**src/rtl/core/sowd_pkg.sv**
```systemverilog
// ----------------------------------------------------------------------------
// sowd_pkg
// Shared types and constants of the sort block: item and result payloads,
// the command word between front and back, the register map.
// ----------------------------------------------------------------------------
package sowd_pkg;

	localparam int VALUE_W     = 31;
	localparam int ADDR_W      = 3;
	localparam int DATA_W      = 32;
	localparam int QUEUE_DEPTH = 2;
	localparam int QPTR_W      = $clog2(QUEUE_DEPTH);
	localparam int QCNT_W      = $clog2(QUEUE_DEPTH + 1);

	// register index, taken from paddr bit 2
	localparam logic REG_DESCENDING  = 1'b0;
	localparam logic REG_UNIQUE_ONLY = 1'b1;

	typedef logic [VALUE_W-1:0] value_t;

	typedef struct packed {
		value_t value;
		logic   is_last;
	} in_item_t;

	typedef struct packed {
		value_t sorted_value;
		logic   end_of_set;
		logic   overflowed;
	} out_item_t;

	typedef struct packed {
		value_t value;
		logic   store;
		logic   last;
		logic   overflowed;
	} cmd_t;

endpackage

```
**src/rtl/core/sowd_front.sv**
```systemverilog
// ----------------------------------------------------------------------------
// sowd_front
// Accepts items, tracks the fill count and overflow of the current set and
// turns each item into a command for the sorter.
// ----------------------------------------------------------------------------
module sowd_front #(
	parameter int MAX_ELEMENTS = 64
) (
	input  logic              clk,
	input  logic              arst_n,
	input  logic              item_valid,
	output logic              item_ready,
	input  sowd_pkg::in_item_t item,
	output logic              cmd_valid,
	input  logic              cmd_ready,
	output sowd_pkg::cmd_t    cmd
);
	import sowd_pkg::*;

	localparam int CNT_W = $clog2(MAX_ELEMENTS + 1);

	logic [CNT_W-1:0] count_q;
	logic             overflow_q;
	logic             has_room;
	logic             xfer;

	assign has_room   = count_q < CNT_W'(MAX_ELEMENTS);
	assign item_ready = cmd_ready;
	assign cmd_valid  = item_valid;
	assign xfer       = item_valid & cmd_ready;

	assign cmd.value      = item.value;
	assign cmd.store      = has_room;
	assign cmd.last       = item.is_last;
	assign cmd.overflowed = overflow_q | ~has_room;

	always_ff @(posedge clk or negedge arst_n) begin
		if (!arst_n) begin
			count_q    <= '0;
			overflow_q <= 1'b0;
		end else if (xfer) begin
			if (item.is_last) begin
				count_q    <= '0;
				overflow_q <= 1'b0;
			end else if (has_room) begin
				count_q <= count_q + 1'b1;
			end else begin
				overflow_q <= 1'b1;
			end
		end
	end

endmodule

```
**config.mk**
```make
export PLATFORM = sky130hd
export DESIGN_NAME = sowd_front
export DESIGN_NICKNAME = d
export VERILOG_FILES = /design/src/rtl/core/sowd_pkg.sv /design/src/rtl/core/sowd_front.sv
export SDC_FILE = /design/constraint.sdc
export NUM_CORES = 1
export LEC_CHECK = 0
export BUFFER_PORTS_ARGS = -buffer_cell sky130_fd_sc_hd__buf_2
export CAP_MARGIN = 20
export CORE_ASPECT_RATIO = 1.1
export CORE_MARGIN = 3
export CORE_UTILIZATION = 25
export DETAILED_ROUTE_END_ITERATION = 10
export GPL_ROUTABILITY_DRIVEN = 0
export PLACE_DENSITY_LB_ADDON = 0.3
export SYNTH_ARGS = -nofsm -noshare
export SYNTH_HDL_FRONTEND = slang
export SYNTH_SLANG_ARGS = --single-unit
export TNS_END_PERCENT = 5
```
**constraint.sdc**
```tcl
create_clock -name clk -period 1.2 [get_ports clk]
set_input_delay 0.06 -clock clk [delete_from_list [all_inputs] [get_ports clk]]
set_output_delay 0.06 -clock clk [all_outputs]
set_load 0.005 [all_outputs]
```
# After elaboration in Yosys (flattened, before gate mapping)

Index checks and enable logic that the tools add are counted.

Divide/modulo/power cells: 0
Add/sub/neg operators: 1
Shift operators: 0
Order comparisons: 1
Multipliers: 0
Bitwise operators: 3
Reduce and logical (&&, ||, !) cells: 3
Mux-type cells: 4
Eq/ne operators: 1

Operators by type and width:

| kind                  | number |
|---|---|
| $mux W7               | 2 |
| $add A7 B1 Y7 const B | 1 |
| $lt A7 B7 Y1 const B  | 1 |
| $reduce_and A2 Y1     | 2 |
| $mux W1               | 2 |
| $ne A2 B2 Y1 const B  | 1 |
| $reduce_bool A2 Y1    | 1 |
| $and A1 B1 Y1         | 1 |
| $not A1 Y1            | 1 |
| $or A1 B1 Y1          | 1 |

Memories kept: 0
Register bits after elaboration: 8
RAM bits: 0
Output and inout port bits: 36
Bits in latches: 0
Memory bits (read-only): 0

# Longest topological paths before layout

Depth in word-level cells: 3
Depth in mapped cells: 4
Mapped depth without buffers: 4

# Worst setup path after synthesis

Ideal clock, no wire load.

Kind: reg-to-reg
Start point: reg count_q[6]
End point: reg count_q[5]
Library setup time: 0.069 ns
Slack: -0.017 ns
Arrival time: 1.148 ns
Stages on the path, launching flop included: 4
Clock period less this slack: 1.217 ns
Cell sequence: dfrtp_1 -> nand4b_4 -> or4b_1 -> nand3_1

Word-level cells in the longest chain between the ends: 3

Ends and longest elaborated chain:

| element                      | line             | RTL |
|---|---|---|
| from (decl)                  | sowd_front.sv:22 | `logic [CNT_W-1:0] count_q;` |
| from (signal assigned)       | sowd_front.sv:46 | `count_q <= count_q + 1'b1;` |
| $lt A7 B7 Y1                 | sowd_front.sv:27 | `assign has_room = count_q < CNT_W'(MAX_ELEMENTS);` |
| $reduce_bool A2 Y1 (no line) | --               |  |
| $reduce_and A2 Y1 (no line)  | --               |  |

No other way between the ends.
A chain may end at the register's enable or synchronous reset.

# Worst setup path in the final report

Start point: reg count_q[1]
End point: reg count_q[4]

Word-level cells in the longest chain between the ends: 3
Elaborated cells on any way between the ends: 6

Ends and longest elaborated chain:

| element                                       | line |
|---|---|
| $add A7 B1 Y7 or $lt A7 B7 Y1 (tied branches) | sowd_front.sv:46, sowd_front.sv:27 |
| $mux W7 or $reduce_bool A2 Y1 (tied branches) | -- |
| $mux W7 or $reduce_and A2 Y1 (tied branches)  | -- |

Parallel ways exist; a longest one is shown, timed or not. The select of a mux whose other input is x is not followed.

==> results.sh <==
export IMPL_worstReg2RegStart="count_q[1]$_DFFE_PN0P_"
export IMPL_final_area_sq_um=678
export IMPL_finalWirelength_um=1410
export IMPL_cts_max_level=1
export IMPL_via_per_inst=4.76
export IMPL_cts_tree="built"
export IMPL_ys_seq_elements=8
export IMPL_status="complete, but fails checks"
export IMPL_antenna_cells=0
export IMPL_tightest_slew_ns=0.245
export IMPL_wl_per_cell_um=14.2
export IMPL_die_w_um=57.2
export IMPL_cp_max_fo=3
export IMPL_io_pin_count=72
export IMPL_post_dp_hpwl_um=1060
export IMPL_hold_viol=0
export IMPL_drv_slew=0
export IMPL_clkSlewWorstSetupHoldPaths_ns=0.05
export IMPL_antenna_found_initial=0
export IMPL_fin_tns_setup_ns=-0.0345
export IMPL_relSlewSlack_pct=83.7
export IMPL_grt_max_degree=14
export IMPL_reg2reg_to="count_q[4]$_DFFE_PN0P_"
export IMPL_area_growth_synth_to_final_pct=-5.74
export IMPL_cts_root_buffer="clkbuf_4"
export IMPL_place_area_sq_um=597
export IMPL_gr_total_overflow=0
export IMPL_syn_nets=118
export IMPL_critical_path_class="register to register"
export IMPL_grt_pass1_wl_um=2390
export IMPL_powerDensity_nw_per_um2=1230
export IMPL_syn_area_sq_um=719
export IMPL_initial_core_util_pct=27.5
export IMPL_fin_total_pwr_mw=0.834
export IMPL_grt_total_usage_pct=8.34
export IMPL_drive_gt1_share_pct=44.1
export IMPL_hold_path_class="input port to output pin"
export IMPL_r2r_setup_slack_ns=-0.03
export IMPL_finClkSkew_ns=0.00130
export IMPL_drtPass1Iterations=3
export IMPL_syn_mean_instance_area_sq_um=8.88
export IMPL_critPathArrivalTime_ns=1.36
export IMPL_die_h_um=62.3
export IMPL_fin_crit_sh_pct=103
export IMPL_min_period_ns=1.23
export IMPL_worstSkewPairLatency_ns=0.24
export IMPL_finalSetupViolCount=1
export IMPL_ys_types=26
export IMPL_dr_total_vias=471
export IMPL_drv_cap=0
export IMPL_yosysWarnings=0
export IMPL_peakVddDrop_mv=0.355
export IMPL_violations="setup timing"
export IMPL_ys_seq_area_share_pct=27.8
export IMPL_die_area_sq_um=3560
export IMPL_fmax_mhz=810
export IMPL_netlist_area_leader_share_pct=36.5
export IMPL_hold_start="item[19]"
export IMPL_syn_inst=81
export IMPL_min_path_cells=0
export IMPL_rsz0062_at_grt="true"
export IMPL_yosysTopAreaCell="buf_4"
export IMPL_synth_area_leaders="buf_4 (37%), dfrtp_1 (28%), nand4b_4 (3.3%)"
export IMPL_grt_pass1_vias=473
export IMPL_core_area_sq_um=2620
export IMPL_port_buffers=9
export IMPL_r2r_cells=3
export IMPL_nets=107
export IMPL_cts_inserted_buffers=3
export IMPL_drcViolationCount=0
export IMPL_timing_final_ws_setup_ns=-0.0345
export IMPL_crit_path_end_kind="register"
export IMPL_worstHoldEndpoint="cmd[21]"
export IMPL_start_kind="register"
export IMPL_cp_required_ns=1.33
export IMPL_crit_chain="ha_2 -> nand4b_1 -> a221o_1"
export IMPL_worst_path_max_delay_cell="dfrtp_1"
export IMPL_fin_util_pct=25.9
export IMPL_rows=19
export IMPL_cts_sinks=8
export IMPL_cts_max_path_buffers=2
export IMPL_p_leak_nw=0.305
export IMPL_drt_iter0_drc=9
export IMPL_critPathMaxStageDelay_ns=0.41
export IMPL_ant_nets=0
## logic make-up after synthesis
| family | count (synthesis) | synth area share [%] |
|---|---|---|
| AOI/OAI and AO/OA | 12 | 11.7 |
| DFF | 8 | 27.8 |
| buffers and inverters | 38 | 38.1 |
| muxes | 1 | 1.39 |
| adders and majority gates | 1 | 1.74 |
| and+or+nand+nor | 21 | 19.3 |
## placed cells by master, fill, tap and decap left out, types with 3 or more instances in the layout
cell type and count:
a21oi_1 3, buf_2 8, buf_4 9, clkbuf_4 3
dfrtp_1 8, nand2_1 5, nor2b_1 3
## synthesized netlist by cell type, drive strengths merged
master  number
nor2         2
nor4         2
and3         1
nand2        5
clkbuf       1
mux2i        1
buf         35
o21ai        3
a221o        2
ha           1
dfrtp        8
o211ai       1
inv          2
and2         1
a41oi        1
nand4b       2
a21oi        3
and3b        1
nand3        2
a22oi        1
a211o        1
or4b         1
nor2b        3
or2          1
## critical path, delay by kind of cell (launching register included)
family / cells / cell delay [ns]
flip-flops: 1 / 0.41
AO/OA/AOI/OAI: 1 / 0.32
AND/OR/NAND/NOR: 1 / 0.15
adder cells (fa/ha/maj): 1 / 0.23
## registers in the layout, summed over array words and instances, names as in the netlist
signal / cells
count_q: 7
overflow_q: 1
## where the power goes
part	internal [mW]	switching [mW]	total, mW
Combinational	0.151	0.113	0.265
Clock	0.114	0.0825	0.196
Sequential	0.319	0.0544	0.373
Total	0.584	0.250	0.834
## repair_timing
action / 4_1_cts / 5_1_grt
setup buffers: 2 / 0
setup endpoints to repair: 4 / 7
pin swaps: 1 / 1
cloned: 0 / 0
hold endpoints to repair: 8 / 0
resized for setup: 5 / 4
hold buffers: 1 / 0
## per-layer routing
layer / track usage [%] / up-vias / share of wire (%)
li1: - / 220 / -
met3: 4.55 / 22 / 12
met2: 10.9 / 21 / 43
met1: 9.92 / 208 / 40
met4: 6.38 / 0 / 4.8
met5: 0 / - / 0
## metrics by stage
step                      hold slack (ns)  instances  setup slack (ns)
after detailed placement          -0.0898         93           -0.0351
after CTS                           0.120         99           0.00140
after global placement            -0.0808         93           0.00133
after global routing                0.120         99           -0.0774
final                               0.120         99           -0.0345
after floorplan                    -0.236         81           -0.0171
## cell type report
cell class	instances	area, sq um
Clock buffer	3	22.5
Timing Repair Buffer	20	140
Sequential cell	8	200
Multi-Input combinational cell	35	269
Fill cell	296	1940
Inverter	2	7.51
Tap cell	31	38.8
## worst max path at each step
stage	start	slack [ns]	depth (start not counted)	endpoint
5_1_grt	count_q[0]$_DFFE_PN0P_	-0.08	3	count_q[4]$_DFFE_PN0P_
6_report	count_q[1]$_DFFE_PN0P_	-0.03	3	count_q[4]$_DFFE_PN0P_
3_5_place_dp	count_q[0]$_DFFE_PN0P_	-0.04	4	count_q[6]$_DFFE_PN0P_
2_1_floorplan	count_q[6]$_DFFE_PN0P_	-0.02	3	count_q[5]$_DFFE_PN0P_
4_1_cts	count_q[6]$_DFFE_PN0P_	0.001	3	cmd[0]
3_3_place_gp	count_q[0]$_DFFE_PN0P_	0.001	4	count_q[6]$_DFFE_PN0P_
Power figures use the tool's default switching activity.
