`config.mk`:
```
export PLATFORM = sky130hd
export DESIGN_NAME = sowd_fifo
export DESIGN_NICKNAME = d
export VERILOG_FILES = /design/src/rtl/core/sowd_pkg.sv /design/src/rtl/core/sowd_fifo.sv
export SDC_FILE = /design/constraint.sdc
export NUM_CORES = 1
export LEC_CHECK = 0
export BUFFER_PORTS_ARGS = -buffer_cell sky130_fd_sc_hd__buf_2
export CORE_MARGIN = 2
export CORE_UTILIZATION = 35
export DETAILED_ROUTE_END_ITERATION = 8
export HOLD_SLACK_MARGIN = 0.12
export PLACE_DENSITY = 0.58
export SYNTH_ARGS = -nofsm -noshare
export SYNTH_HDL_FRONTEND = slang
export SYNTH_SLANG_ARGS = --single-unit
export TNS_END_PERCENT = 100
```
`constraint.sdc`:
```
create_clock -name clk -period 4.2 [get_ports clk]
set_clock_uncertainty 0.15 [all_clocks]
set_input_delay 0.42 -clock clk [delete_from_list [all_inputs] [get_ports clk]]
set_output_delay 0.42 -clock clk [all_outputs]
set_load 0.005 [all_outputs]
```
`src/rtl/core/sowd_pkg.sv`:
```
// ----------------------------------------------------------------------------
// sowd_pkg
// Shared types and constants of the sort block: item and result payloads,
// the command word between front and back, the register map.
// ----------------------------------------------------------------------------
package sowd_pkg;

	localparam int VALUE_W     = 31;
	localparam int ADDR_W      = 3;
	localparam int DATA_W      = 32;
	localparam int QUEUE_DEPTH = 2;
	localparam int QPTR_W      = $clog2(QUEUE_DEPTH);
	localparam int QCNT_W      = $clog2(QUEUE_DEPTH + 1);

	// register index, taken from paddr bit 2
	localparam logic REG_DESCENDING  = 1'b0;
	localparam logic REG_UNIQUE_ONLY = 1'b1;

	typedef logic [VALUE_W-1:0] value_t;

	typedef struct packed {
		value_t value;
		logic   is_last;
	} in_item_t;

	typedef struct packed {
		value_t sorted_value;
		logic   end_of_set;
		logic   overflowed;
	} out_item_t;

	typedef struct packed {
		value_t value;
		logic   store;
		logic   last;
		logic   overflowed;
	} cmd_t;

endpackage

```
`src/rtl/core/sowd_fifo.sv`:
```
// ----------------------------------------------------------------------------
// sowd_fifo
// Short command queue between front and back so that each can stall alone.
// ----------------------------------------------------------------------------
module sowd_fifo (
	input  logic           clk,
	input  logic           arst_n,
	input  logic           wr_valid,
	output logic           wr_ready,
	input  sowd_pkg::cmd_t wr_data,
	output logic           rd_valid,
	input  logic           rd_ready,
	output sowd_pkg::cmd_t rd_data
);
	import sowd_pkg::*;

	cmd_t              mem_q [QUEUE_DEPTH];
	logic [QPTR_W-1:0] wr_ptr_q;
	logic [QPTR_W-1:0] rd_ptr_q;
	logic [QCNT_W-1:0] cnt_q;
	logic              push;
	logic              pop;

	assign wr_ready = cnt_q != QCNT_W'(QUEUE_DEPTH);
	assign rd_valid = cnt_q != '0;
	assign rd_data  = mem_q[rd_ptr_q];
	assign push     = wr_valid & wr_ready;
	assign pop      = rd_valid & rd_ready;

	always_ff @(posedge clk) begin
		if (push) begin
			mem_q[wr_ptr_q] <= wr_data;
		end
	end

	always_ff @(posedge clk or negedge arst_n) begin
		if (!arst_n) begin
			wr_ptr_q <= '0;
			rd_ptr_q <= '0;
			cnt_q    <= '0;
		end else begin
			if (push) begin
				wr_ptr_q <= wr_ptr_q + 1'b1;
			end
			if (pop) begin
				rd_ptr_q <= rd_ptr_q + 1'b1;
			end
			if (push && !pop) begin
				cnt_q <= cnt_q + 1'b1;
			end else if (pop && !push) begin
				cnt_q <= cnt_q - 1'b1;
			end
		end
	end

endmodule

```
Yosys cells after proc, flatten, opt, wreduce, memory -nomap -nowiden
Memories as Yosys holds them, arrays and structs flattened.
Index checks and enable logic that the tools add are counted.

operators by class
  add/sub/neg operators = 4
  equal/unequal tests = 1
  muxes and demuxes = 4
  bitwise logic cells = 2
  reductions and logical operators = 6

operators by type and width
  kind                                              number
  two-way mux 2 bit                                 2
  nonzero test 2 bit                                2
  adder 1 bit, second input constant                2
  adder 2 x 1 -> 2 bit, second input constant       1
  bitwise AND 1 bit                                 2
  logical AND 1 bit                                 2
  logical NOT 1 bit                                 2
  two-way mux 1 bit                                 2
  inequality test 2 bit, second input constant      1
  subtractor 2 x 1 -> 2 bit, second input constant  1

word-level totals
  register bits = 4
  memory bits (writable) = 68
  input port bits = 38
  output and inout bits = 36
  memories kept = 1

memory list
  name   depth  width  read ports  clocked after Yosys merged registers in  wr ports  line             text
  mem_q  2      34     1           0                                        1         sowd_fifo.sv:17  cmd_t mem_q [QUEUE_DEPTH];

Longest topological paths before layout
Gate-level depths: netlist of run 1.

  depth after elaboration = 6
  gate-level depth with buffers = 7

Worst setup path before layout of run 1
Ideal clock, no wire load.

  path kind = register -> register
  start = register cnt_q[0]
  end = memory mem_q[0][0] (netlist name), enable pin
  setup time = 425 ps
  arrival time = 2087 ps
  setup slack = 1538 ps
  cell stages (with the launch flop) = 4
  path buffers = 0
  path through = dfrtp_1 nand2b_1 nand2_1 nor2_1

between the ends
  cells in the longest elaborated chain, start to end = 4

ends and longest elaborated chain
  element                                  line             text
  start: declaration                       sowd_fifo.sv:20  logic [QCNT_W-1:0] cnt_q;
  start signal: assignment                 sowd_fifo.sv:49  cnt_q <= cnt_q + 1'b1;
  start signal: assignment                 sowd_fifo.sv:51  cnt_q <= cnt_q - 1'b1;
  inequality test 2 bit                    sowd_fifo.sv:24  assign wr_ready = cnt_q != QCNT_W'(QUEUE_DEPTH);
  named net wr_ready                       sowd_fifo.sv:9   output logic wr_ready,
  bitwise AND 1 bit                        sowd_fifo.sv:27  assign push = wr_valid & wr_ready;
  two-way mux 1 bit                        sowd_fifo.sv:31  if (push) begin
  two-way mux 1 bit (implied by the code)  sowd_fifo.sv:32  mem_q[wr_ptr_q] <= wr_data;
  end: declaration                         sowd_fifo.sv:17

The timed path passes the listed nets, and every way through them passes these cells.

==> out/metrics.yaml, run 1 <==
setup_path:
  cp_slowest_cell: "dfrtp_2"
  cp-start-kind: "flop"
  crit_fanout: 35
  reg2reg_slack_ns: 2.16
  rr_endpoint: "mem_q[0][24]$_DFFE_PP_"
  r2r_cells: 3
  crit_type: "reg2out"
  cp.required_ns: 3.63
  critPathArrivalTime_ns: 1.97
  r2r_start: "cnt_q[0]$_DFFE_PN0P_"
  cp-end-kind: "primary output"
  cpPeakStageDelay_ns: 1.09
  crit_chain: "mux2_2 > buf_2"
  critPathBufInv: 1
  path_delay_family: "flip-flops"
floorplan:
  core_um2: 7727
  io_pins: 74
  std_cell_rows: 32
  die_area_um2: 8728
  die_h_um: 93.43
  initial_core_util_pct: 36.22
  die_x_um: 93.43
cts:
  cts_made_buffers: 9
  cts-root-buf: "clkbuf_8"
  post_cts_buffers: 0
  cts_tree: "yes"
  path_clk_slew_ns: 0.07
  clock_path_buffers: 2
  insertion_delay_ns: 0.33
  cts_resized: 0
  htreeDepth: 3
  clock-sinks: 72
cells_and_area:
  fin_nets: 278
  antenna_cells: 0
  drive_gt1_share_pct: 50.82
  layout_commonest_cell: "buf_2"
  finalNonFillerCells: 346
  layout_common_cells: "buf_2 (73), edfxtp_1 (68), dlygate4sd3_1 (35)"
  syn2layout_area_growth_pct: 37.19
timing:
  period_minus_slack_ns: 2.538
  finalHoldViolations: 0
  timing.final.crit_share_pct: 60.44
  setup_slack_ns: 1.662
  rsz0062_at_grt: "false"
  worstMarginPinSlew_ns: 1.083
  finalSetupTns_ns: 0
  fmax_ghz: 0.3940
  timing.hold.ws_ns: 0.2463
  slew_violations: 0
  slew_headroom_pct: 27.78
  finalSetupViolations: 0
min_path:
  hold-path-endpoint: "rd_ptr_q$_DFFE_PN0P_"
  worstHoldStart: "rd_ready"
  whs_path_depth: 3
  hold_path_class: "in2reg"
job:
  max-cap-violations: 0
routing:
  drt_pre_antenna_iters: 4
  drtIter0Drc: 79
  ant_nets: 0
  wl_um: 4609
  via_per_inst: 4.220
  vias: 1460
  drc: 0
  wl_per_cell_um: 13.32
place:
  dp_hpwl_um: 2716
  post-place-ws_ns: 1.968
  gp_congestion: 0.6689
  dp_cells: 295
  io_buffers: 73
synthesis:
  synth_area_um2: 2799
  ys_warn_count: 0
  syn_nets: 163
  synthCells: 124
  synth.largest_area_cell: "edfxtp_1"
  syn_avg_cell_area_um2: 22.57
  synth_cell_types: 15
  synth_top_area_share_pct: 72.95
  synth-seq-cells: 72
  synth_area_leaders: "edfxtp_1 (73%), mux2_4 (16%), dfrtp_1 (3.6%)"
  seq_area_frac_synth_pct: 76.53
global_route:
  grt_max_degree: 36
  antenna_found_initial: 0
  grt_pass1_wl_um: 7176
  grt_use_total_pct: 11.40
  grt-ovfl-total: 0
  grt_pass1_vias: 1547
power_and_ir_drop:
  p_leak_nw: 1.541
  vdd_drop_max_mv: 0.4613
  power_density_nw_per_um2: 643.1
status:
  status: "completed"
[registers in the layout, indices dropped and copies added, names as in the netlist]
| name | count |
|---|---|
| cnt_q | 2 |
| mem_q | 68 |
| rd_ptr_q | 1 |
| wr_ptr_q | 1 |
[tightest hold or removal path, delay by kind of cell]
kind                      cells  cell delay (ns)
xor gates and xnor gates      1             0.07
buffers and inverters         1             0.10
and+or+nand+nor               1             0.11
[per-layer routing]
metal / vias to the layer above / track usage, % / wire (um)
met3: 11 / 3.546 / 246
met1: 693 / 12.44 / 1904
met2: 48 / 19.12 / 2331
li1: 708 / - / -
met4: 0 / 7.353 / 127
met5: - / 0 / 0
[area by class of cell]
type | count | area [um^2]
fillers | 660 | 3887
flip-flops and latches | 72 | 2143
repair buffers | 108 | 715.7
multi-input cells | 47 | 590.6
clock inverters | 6 | 131.4
clock buffers | 10 | 127.6
well taps | 102 | 127.6
inverters | 1 | 3.754
[how the worst max path moves through the flow]
stage | startpoint | cells after the start | slack [ns] | to
floorplan | cnt_q[0]$_DFFE_PN0P_ | 3 | 1.54 | mem_q[0][0]$_DFFE_PP_
global placement | rd_ptr_q$_DFFE_PN0P_ | 2 | 1.97 | rd_data[19]
detailed placement | rd_ptr_q$_DFFE_PN0P_ | 2 | 1.97 | rd_data[18]
CTS | rd_ptr_q$_DFFE_PN0P_ | 2 | 1.59 | rd_data[18]
global route | rd_ptr_q$_DFFE_PN0P_ | 2 | 1.51 | rd_data[14]
finish | rd_ptr_q$_DFFE_PN0P_ | 2 | 1.66 | rd_data[18]
[synthesized netlist by cell type, drive strengths merged]
master,count
ha,1
or2,1
buf,4
xnor2,3
mux2,34
dfrtp,4
nor2,2
xor2,2
inv,1
edfxtp,68
nand2b,1
nand2,2
and3,1
[power by group]
group          leakage (nW)  internal, mW  switching, mW  total (mW)
clock                 0.124         0.453          0.241       0.694
combinational         0.740         0.411          0.240       0.651
sequential            0.677         0.987          0.138        1.12
[logic make-up after synthesis]
group	Yosys count	share of synthesized area [%]
XOR/XNOR	5	1.565
flip-flops	72	76.53
AND/OR/NAND/NOR	7	1.208
multiplexers	34	17.57
buffers and inverters	5	2.682
adder cells (fa/ha/maj)	1	0.4470
[per-stage QoR]
stage	util [%]	instance area (um^2)	power, mW
detailed placement	41.81	3231	1.789
finish	49.69	3840	2.469
CTS	49.43	3820	2.512
floorplan	-	2799	1.590
global placement	41.81	3231	1.781
global route	49.69	3840	2.607
[timing repair]
action	CTS	global route
endpoints found under the setup margin	0	0
hold buffers	33	2
endpoints found under the hold margin	68	3
Note: power is estimated with default switching activity, not from simulation.
==> run 2: changes to the inputs <==
Clock period 4.2 ns to 2.6 ns, I/O delays scaled along.
==> run 2 against run 1 <==
Final cell count is 1.4% higher. Sequential power is 53% higher. Clock power is 18% higher. Sequential share of layout area hardly changed. Worst setup slack worse by 1.2 ns. Non-clock buffer count is 6 higher. First-iteration DRC count is 5.1% lower. Count of clock-buffer cells in the layout is 1 lower. Combinational power is 87% higher. Critical path type unchanged. Critical endpoint is now rd_data[5].
==> out/metrics.yaml, run 2 (synthesis results as in run 1) <==
cts:
  clock_path_buffers: 2  # unchanged
  clock-sinks: 72  # unchanged
  cts-root-buf: "clkbuf_8"  # unchanged
  insertion_delay_ns: 0.33  # about the same
  htreeDepth: 3  # unchanged
  cts_tree: "yes"  # unchanged
  post_cts_buffers: 0  # unchanged
  cts_resized: 0  # unchanged
  path_clk_slew_ns: 0.07  # about the same
  cts_made_buffers: 9  # unchanged
global_route:
  grt_max_degree: 24  # was 36
  grt_use_met2_pct: 17.87  # was 19.12%
  grt_use_total_pct: 11.09  # was 11.40%
  grt_pass1_wl_um: 7224  # was 7176 um
  grt_use_met1_pct: 14.31  # was 12.44%
  grt_busiest_layer: "met2"  # unchanged
  met3_usage_pct: 2.901  # was 3.546%
  grt-ovfl-total: 0  # unchanged
  grt_pass1_vias: 1495  # was 1547
  antenna_found_initial: 0  # unchanged
setup_path:
  reg2reg_slack_ns: 0.83  # was 2.16 ns
  crit_type: "reg2out"  # unchanged
  cp.required_ns: 2.19  # was 3.63 ns
  cp-start-kind: "flop"  # unchanged
  crit_fanout: 13  # was 35
  rr_endpoint: "mem_q[0][21]$_DFFE_PP_"  # was mem_q[0][24]$_DFFE_PP_
  cp-end-kind: "primary output"  # unchanged
  critPathArrivalTime_ns: 1.72  # was 1.97 ns
  r2r_start: "cnt_q[0]$_DFFE_PN0P_"  # unchanged
  r2r_cells: 4  # was 3
cells_and_area:
  fill_cells: 661  # was 660
  antenna_cells: 0  # unchanged
  largest_register: "mem_q"  # unchanged
  finalNonFillerCells: 351  # was 346
  multiInputGateArea_um2: 590.6  # unchanged
  syn2layout_area_growth_pct: 37.24  # was 37.19%
  drive_gt1_share_pct: 51.41  # was 50.82%
  regArea_um2: 2143  # unchanged
  largestRegisters: "mem_q (68), cnt_q (2)"  # unchanged
  fin_nets: 284  # was 278
  layout_common_cells: "buf_2 (73), edfxtp_1 (68), dlygate4sd3_1 (37)"  # was buf_2 (73), edfxtp_1 (68), dlygate4sd3_1 (35)
  layout_commonest_cell: "buf_2"  # unchanged
  largest_reg_flops: 68  # unchanged
place:
  dp_cells: 299  # was 295
  dp_hpwl_um: 3050  # was 2716 um
  post-place-ws_ns: 0.7933  # was 1.968 ns
  io_buffers: 73  # unchanged
  gp_congestion: 0.6539  # was 0.6689
routing:
  wl_um: 4698  # was 4609 um
  via_per_inst: 4.239  # was 4.220
  vias: 1488  # was 1460
  wl_per_cell_um: 13.38  # was 13.32 um
  drt_pre_antenna_iters: 4  # unchanged
  drtIter0Drc: 75  # was 79
  drc: 0  # unchanged
  ant_nets: 0  # unchanged
min_path:
  whs_path_depth: 3  # unchanged
  hold_path_class: "in2reg"  # unchanged
  worstHoldStart: "wr_valid"  # was rd_ready
  hold-path-endpoint: "wr_ptr_q$_DFFE_PN0P_"  # was rd_ptr_q$_DFFE_PN0P_
power_and_ir_drop:
  switchingPower_mw: 1.021  # was 0.6186 mW
  intPower_mw: 2.729  # was 1.851 mW
  swShare_pct: 27.23  # was 25.05%
  comb_power_share_pct: 32.5  # was 26.4%
  vdd_drop_max_mv: 0.6558  # was 0.4613 mV
  p_leak_nw: 1.537  # was 1.541 nW
  power_density_nw_per_um2: 976.2  # was 643.1 nW/um^2
  p_seq_share_pct: 45.7  # was 45.5%
  clockPowerShare_pct: 21.8  # was 28.1%
timing:
  fmax_ghz: 0.4695
  slew_violations: 0  # unchanged
  timing.hold.ws_ns: 0.1540  # was 0.2463 ns
  finalHoldViolations: 0  # unchanged
  period_minus_slack_ns: 2.130
  rsz0062_at_grt: "false"  # unchanged
  setup_slack_ns: 0.4703  # was 1.662 ns
  finalSetupViolations: 0  # unchanged
  timing.final.crit_share_pct: 81.91
  slew_headroom_pct: 71.68  # was 27.78%
  finalSetupTns_ns: 0  # unchanged
  worstMarginPinSlew_ns: 0.4238  # was 1.083 ns
floorplan:
  std_cell_rows: 32  # unchanged
  core_um2: 7727  # unchanged
  die_area_um2: 8728  # unchanged
  initial_core_util_pct: 36.22  # unchanged
  die_x_um: 93.43  # unchanged
  io_pins: 74  # unchanged
  die_h_um: 93.43  # unchanged
status:
  status: "completed"  # unchanged
job:
  max-cap-violations: 0  # unchanged
==> run 2: cell types whose count changed in the layout (fill, tap and decap cells not counted) <==
cell / before / now
dlygate4sd3_1: 35 / 37
bufinv_16: 4 / 1
clkinv_2: 0 / 1
clkbuf_1: 1 / 0
buf_12: 0 / 2
clkinvlp_4: 1 / 3
buf_4: 0 / 2
==> run 2: area by class of cell <==
class	count	share of cell area, %
timing repair buffer	114	20.59
clock buffer	9	3.225
sequential	72	55.80
tap	102	3.322
inverter	1	0.09772
multi-input combinational	47	15.37
clock inverter	6	1.596
==> run 2: how the worst max path moves through the flow <==
stage	startpoint	to	slack (ns)	depth (start not counted)
after floorplan	cnt_q[0]$_DFFE_PN0P_	mem_q[0][0]$_DFFE_PP_	0.50	3
after global placement	rd_ptr_q$_DFFE_PN0P_	rd_data[5]	0.80	3
after detailed placement	rd_ptr_q$_DFFE_PN0P_	rd_data[5]	0.79	3
after CTS	rd_ptr_q$_DFFE_PN0P_	rd_data[5]	0.42	3
after global routing	rd_ptr_q$_DFFE_PN0P_	rd_data[5]	0.37	3
final	rd_ptr_q$_DFFE_PN0P_	rd_data[5]	0.47	3
==> run 2: metal layers <==
layer  part of all wire, %  routed length, um
met1                    44               2085
met2                    50               2345
met3                   5.0                236
met4                  0.64                 30
met5                     0                  0
==> run 2: power groups by stage <==
stage                     logic (mW)  clock network (mW)  registers (mW)
after floorplan                0.889                   0            1.68
after global placement          1.20                   0            1.74
after detailed placement        1.21                   0            1.74
after CTS                       1.25               0.850            1.72
after global routing            1.33               0.888            1.74
final                           1.22               0.818            1.71
==> run 2: per-stage QoR <==
stage                     power (mW)  instance area, um^2  utilization, %
after CTS                      3.819                 3841           49.71
final                          3.750                 3841           49.71
after global placement         2.936                 3286           42.52
after floorplan                2.568                 2801               -
after global routing           3.958                 3841           49.71
after detailed placement       2.945                 3286           42.52
==> run 2: worst max-delay path, stage by stage (launching register included) <==
cell and delay (ns):
dfrtp_2 0.58, buf_4 0.34, mux2_4 0.34, buf_2 0.13
==> run 2: what timing repair did <==
item                                   in CTS  in global routing
setup endpoints to repair                   0                  0
endpoints found under the hold margin      73                  0
hold buffers                               37                  0
